**config.mk**
```make
export PLATFORM = sky130hd
export DESIGN_NAME = pie_queue
export DESIGN_NICKNAME = d
export VERILOG_FILES = /design/src/rtl/pie_pkg.sv /design/src/rtl/pie_queue.sv
export SDC_FILE = /design/constraint.sdc
export NUM_CORES = 1
export LEC_CHECK = 0
export BUFFER_PORTS_ARGS = -buffer_cell sky130_fd_sc_hd__buf_4
export CAP_MARGIN = 10
export CORE_MARGIN = 2
export CORE_UTILIZATION = 50
export DETAILED_ROUTE_END_ITERATION = 16
export GPL_TIMING_DRIVEN = 0
export PLACE_DENSITY_LB_ADDON = 0.15
export SLEW_MARGIN = 20
export SYNTH_ARGS = -nofsm -noshare
export SYNTH_HDL_FRONTEND = slang
export SYNTH_SLANG_ARGS = --single-unit
```
**constraint.sdc**
```tcl
create_clock -name i_clk -period 12.35 [get_ports i_clk]
set_input_delay 1.8525 -clock i_clk [delete_from_list [all_inputs] [get_ports i_clk]]
set_output_delay 1.8525 -clock i_clk [all_outputs]
set_load 0.02 [all_outputs]
```
**src/rtl/pie_pkg.sv**
```systemverilog
// shared types and constants for the particle impact estimator
`timescale 1ns / 1ps
`default_nettype none

package pie_pkg;

    localparam int unsigned T_W   = 31;           // impact time width
    localparam int unsigned REM_W = 64 + T_W;     // divider remainder width
    localparam int unsigned EPS_W = 16;

    typedef struct packed {
        logic signed [31:0] offset_x;
        logic signed [31:0] offset_y;
        logic signed [31:0] offset_z;
        logic signed [31:0] velocity_x;
        logic signed [31:0] velocity_y;
        logic signed [31:0] velocity_z;
        logic signed [31:0] time_limit;
    } t_in_item;

    typedef struct packed {
        logic            hit;
        logic [T_W-1:0]  impact_time;
    } t_out_item;

    // one classified item waiting for the back end
    typedef struct packed {
        logic               away;   // moving apart
        logic [63:0]        num;    // -(offset . velocity)
        logic [63:0]        den;    // |velocity|^2
        logic signed [31:0] ox;
        logic signed [31:0] oy;
        logic signed [31:0] oz;
        logic signed [31:0] vx;
        logic signed [31:0] vy;
        logic signed [31:0] vz;
        logic signed [31:0] lim;
    } t_job;

endpackage

`default_nettype wire

```
**src/rtl/pie_queue.sv**
```systemverilog
// short queue between front and back end
`timescale 1ns / 1ps
`default_nettype none

module pie_queue import pie_pkg::*; (
    input  wire   i_clk,
    input  wire   i_rst_n,
    input  wire   i_push,
    input  t_job  i_job,
    output logic  o_full,
    input  wire   i_pop,
    output logic  o_empty,
    output t_job  o_head
);

    localparam int unsigned DEPTH = 4;

    t_job       r_mem [DEPTH];
    logic [1:0] r_wr, r_rd;
    logic [2:0] r_cnt;
    logic       push_ok, pop_ok;

    assign o_full  = (r_cnt == 3'(DEPTH));
    assign o_empty = (r_cnt == 3'd0);
    assign push_ok = i_push && !o_full;
    assign pop_ok  = i_pop && !o_empty;
    assign o_head  = r_mem[r_rd];

    always_ff @(posedge i_clk) begin
        if (push_ok) begin
            r_mem[r_wr] <= i_job;
        end
    end

    always_ff @(posedge i_clk) begin
        if (!i_rst_n) begin
            r_wr  <= 2'd0;
            r_rd  <= 2'd0;
            r_cnt <= 3'd0;
        end else begin
            if (push_ok) r_wr <= r_wr + 2'd1;
            if (pop_ok)  r_rd <= r_rd + 2'd1;
            r_cnt <= r_cnt + 3'(push_ok) - 3'(pop_ok);
        end
    end

endmodule

`default_nettype wire

```
Word level (Yosys, flattened, before mapping). Memories as Yosys holds them, arrays and structs flattened. A register that Yosys moved wholly into a read port is not among the register bits. Index checks and enable logic that the tools add are counted.

Add/sub/neg operators: 4. Multiplexer cells: 4. Eq/ne operators: 1. Reductions and logical operators: 5.

Operators by type and width (number): $add 2x1->2 const B (2); $mux 2 (2); $add 3x1->3 (1); $eq 3x3->1 const B (1); $logic_not 3->1 (1); $sub 3x1->3 (1); $logic_and 1x1->1 (2); $logic_not 1->1 (2); $mux 1 (2).

Bits in registers: 7. Output and inout port bits: 355. Memories: 1. Memory bits (writable): 1412. Input bits: 357.

Memories: r_mem (depth 4, bits a word 353, read ports 1, clocked after memory_dff 1, wr ports 1, RTL line pie_queue.sv:18) `t_job r_mem [DEPTH];`.

Longest topological paths before layout.
Word-level depth: 5. Mapped depth: 11. Gate-level depth less buffers: 10.

Worst setup path before layout. No wires, ideal clock.

Path kind: input -> register. Start point: input port i_push. End point: memory r_mem[0][0] (netlist name) (enable). Data required time: 11.589 ns. Arrival time: 10.223 ns. Buffers on the path: 1. Stages on the path: 3. Setup slack: 1.367 ns. Cell sequence: nor2b_1 -> clkbuf_1 -> and2_1.

Longest elaborated chain between the ends: 3.

Ends and longest elaborated chain: start: declaration (RTL line pie_queue.sv:8) `input wire i_push,`; $logic_and 1x1->1 (RTL line pie_queue.sv:25) `assign push_ok = i_push && !o_full;`; $mux 1 (RTL line pie_queue.sv:30) `if (push_ok) begin`; $mux 1 (not written as such) (RTL line pie_queue.sv:31) `r_mem[r_wr] <= i_job;`; end: declaration (RTL line pie_queue.sv:18).

Every way passes these cells.

==> summary by stage <==
Layout
The final cell count without fillers is 4282. Fill cells in the final layout number 6884. In the final layout, the multi-input gates occupy 8224 um2.

The final core area utilization is 62.58%. In the final layout, the share of cells above drive strength 1 is 46.41%. From synthesis to final layout, the design area changed by 24.25%. The library cells used most frequently in the layout, excluding fill and tap cells, are edfxtp_1, buf_4, mux4_2, clkbuf_16, clkbuf_1. The most common cell after layout, fill and taps aside is edfxtp_1.

The net count of the finished layout is 3151. The area of all sequential standard cells is 42580 um2.

Power and ir drop
The share of total power dissipated in sequential elements is 44.1%. The overall power after layout is 13.47 mW. The share of power burned in combinational logic is 25.5%. The relative contribution of the clock network to total power is 30.4%. Cell internal power was estimated by the tool at 9.768 mW.

Summed over all nets, the switching power comes to 3.702 mW. VDD sags by at most 0.1520 mV. The net switching share of the total power is 27.48%. Power spread over the standard cell area amounts to 211.6 nW/um2. The static leakage is 21.29 nW.

CTS
In this run, post-CTS hold repair placed 0 buffers. The number of resized instances in the post-cts repair step is 0. The TritonCTS clock tree is built. The number of buffers added by the clock tree synthesis step is 145. In this run the clock root is driven by a clkbuf_16. The clock net in this run drives a total of 1421 sinks.

The buffers inserted during post-CTS setup optimization is 0. The clock edge transition at the registers on the reported setup and hold paths is 0.05 ns. The clock reaches the later pin of the worst-skew pair after 0.75 ns. The clock passes through at most 3 buffers. CTS built an H-tree with a depth of 4.

Routing
The post-detailed-route count of antenna-violating nets is 0. The DRC violations left is 0. The number of iterations in the first detailed-routing pass is 7. After detailed routing, the total wire length is 111500 um. In the final routed layout, each cell accounts on average for 26.04 um. The mean number of vias per cell is 5.447. The number of DRC violations after detailed-routing iteration 0 is 1663. The total number of vias is 23330.

Global route
The first global-routing pass estimated 158100 um of wire. For this run the aggregate overflow at the end of global routing stands at 0. The number of antenna violations at the first check in global routing is 30. The maximum number of pins on one net before global-route repair is 47. For this run, the total global-route usage over all layers was measured as 20.97%.

The via count of the first global-routing pass is 24430.

Critical path
Traced cell by cell, the critical path runs through buf_2, clkbuf_1, buf_2, mux4_2, buf_4. Together, buffers and inverters on the worst path number 4. The most numerous cell type found on the critical path is buf_2. The cell class contributing the biggest share of worst-path delay is buffers and inverters. The class of the most critical setup path is flip-flop to primary output. At the worst endpoint, the required time is 10.50 ns. Of all nets on the critical path, the largest fanout is 10. On the worst path, the slowest cell contributes a delay of 0.61 ns. The worst setup path is launched from a flip-flop. The largest individual stage delay along the critical path comes from the cell clkbuf_1. STA classifies the critical path endpoint as a primary output. For the worst setup path, the data arrival time is 3.18 ns.

Timing
The minimum clock period is 5.034 ns. The count of final hold-check violations is 0. Setup violations remaining at the end of the flow were counted as 0. Setup repair after global routing left no endpoint under its margin. Static timing analysis puts the maximum clock frequency at 0.1986 GHz. Adding up every negative setup slack in the final design gives 0 ns. The worst pin sits at a relative slew slack of 51.06%.

The post-route worst hold slack is 0.5134 ns. The maximum clock skew at final layout is 0.03566 ns. The portion of the clock cycle consumed by the worst path in the final layout is 40.76%. For the pin with the worst max-slew slack, the measured transition is 0.7340 ns. The number of slew-limit violations in the final report is 0.

Logic synthesis
Summing the sequential cell areas from Yosys gives 83.10% of the chip area. The count of cell types in the netlist is 22. The instance count of the mapped netlist is 1894. When the netlist entered floorplanning its net count stood at 2258. The mean instance size in the synthesized netlist is 27.05 um2. The biggest area contributor in the post-synthesis netlist is edfxtp_1.

The share of synthesized area in the top cell type comes to 82.75%. Yosys printed 0 warnings. Summing every instance area after synthesis gives 51240 um2.

In the post-synthesis netlist, the biggest area contributors are edfxtp_1, mux4_2, buf_2, dfxtp_1, buf_4. After synthesis the netlist holds a flip-flop and latch count of 1421.

Placement
The routability-driven placement congestion ratio is 0.7502. Including well taps, the total number of placed cells is 4008. After legalization and detailed placement, the total HPWL measured 75750 um. Port buffering added 710 buffers.

Floorplan
In this run the core area contains 117 standard-cell rows. The area of the core is 101700 um2. Pin placement for this block handled 712 I/O pins.

For this configuration, the core starts out at a cell density of 50.36%. The width of the die is 324.1 um. The height of the chip is 324.1 um. The die covers 105100 um2.

Min path
The path class of the tightest hold or removal check is flip-flop to flip-flop.

Job
Max-cap violations in this run came to 0.

Status
The flow ran to the end, and the final reports show no timing, DRC or antenna violations.
## cells in the mapped netlist
master and n:
xnor2_1 2, a21boi_0 1, mux2i_1 2, o21ai_0 3
clkbuf_1 13, nor3_1 1, or3_1 1, buf_6 1
inv_1 6, mux4_2 353, and2_1 7, or4bb_1 1
buf_1 9, nor3b_1 1, dfxtp_1 9, edfxtp_1 1412
nor2b_1 2, buf_4 17, nand2_1 6, ha_1 6
fa_1 1, buf_2 40
## registers in the layout (all words and copies together), names as in the netlist, named ones only
name	flops
r_mem	1412
r_wr	2
r_cnt	3
r_rd	2
## power by group through the flow
stage	sequential, mW	clock, mW	combinational, mW
4_1_cts	5.94	4.19	3.50
6_report	5.94	4.10	3.43
5_1_grt	5.97	4.38	3.63
3_3_place_gp	6.38	0	3.37
2_1_floorplan	6.21	0	1.98
3_5_place_dp	6.04	0	3.49
## worst register-to-register path, stage by stage (launching register included)
cell,delay (ns)
dfxtp_1,0.33
nor3b_1,0.17
nor2b_1,0.11
clkbuf_1,0.30
and2_4,0.54
buf_16,0.31
buf_12,0.27
buf_16,0.27
buf_16,0.30
## routing by layer
layer | wire length (um) | part of all wire (%) | global-route usage (%) | vias up
li1 | - | - | - | 10090
met1 | 39260 | 35 | 23.83 | 12300
met2 | 57690 | 52 | 35.19 | 731
met3 | 11580 | 10 | 9.284 | 186
met4 | 2831 | 2.5 | 7.572 | 22
met5 | 141 | 0.13 | 0 | -
## path summary, 6_finish.rpt
path	startpoint	to	slack, ns	cells after the start
hold / removal	r_rd[0]	flip-flop	0.51	2
setup reg to reg	r_cnt[2]	r_mem[2][239]	9.40	8
hold reg to reg	r_rd[0]	flip-flop	0.51	2
setup / recovery	flip-flop	o_head[195]	7.32	5
## metrics by stage
stage               setup slack, ns  cell area [um2]
global route                  7.090            63650
detailed placement            7.844            59170
CTS                           7.124            63620
floorplan                     1.367            51240
global placement             -5.199            58280
finish                        7.316            63660
## logic make-up (layout without fill, tap and decap cells)
group | Yosys count | after routing | synth area share, %
AO/OA/AOI/OAI | 4 | 4 | 0.04395
XOR/XNOR | 2 | 2 | 0.03419
adder cells (fa/ha/maj) | 7 | 7 | 0.1856
buffers and inverters | 86 | 1090 | 0.8669
flip-flops | 1421 | 1421 | 83.10
multiplexers | 355 | 355 | 15.55
other | 0 | 16 | 0
AND/OR/NAND/NOR | 19 | 19 | 0.2124
## final cells by class
type	instances	share of cell area (%)
clock buffers	184	6.096
diodes	16	0.06289
flip-flops and latches	1421	66.88
well taps	1368	2.689
multi-input cells	387	12.92
plain buffers	80	0.6623
repair buffers	746	9.752
inverters	6	0.03538
clock inverters	74	0.9021
Note: power is estimated with default switching activity, not from simulation.
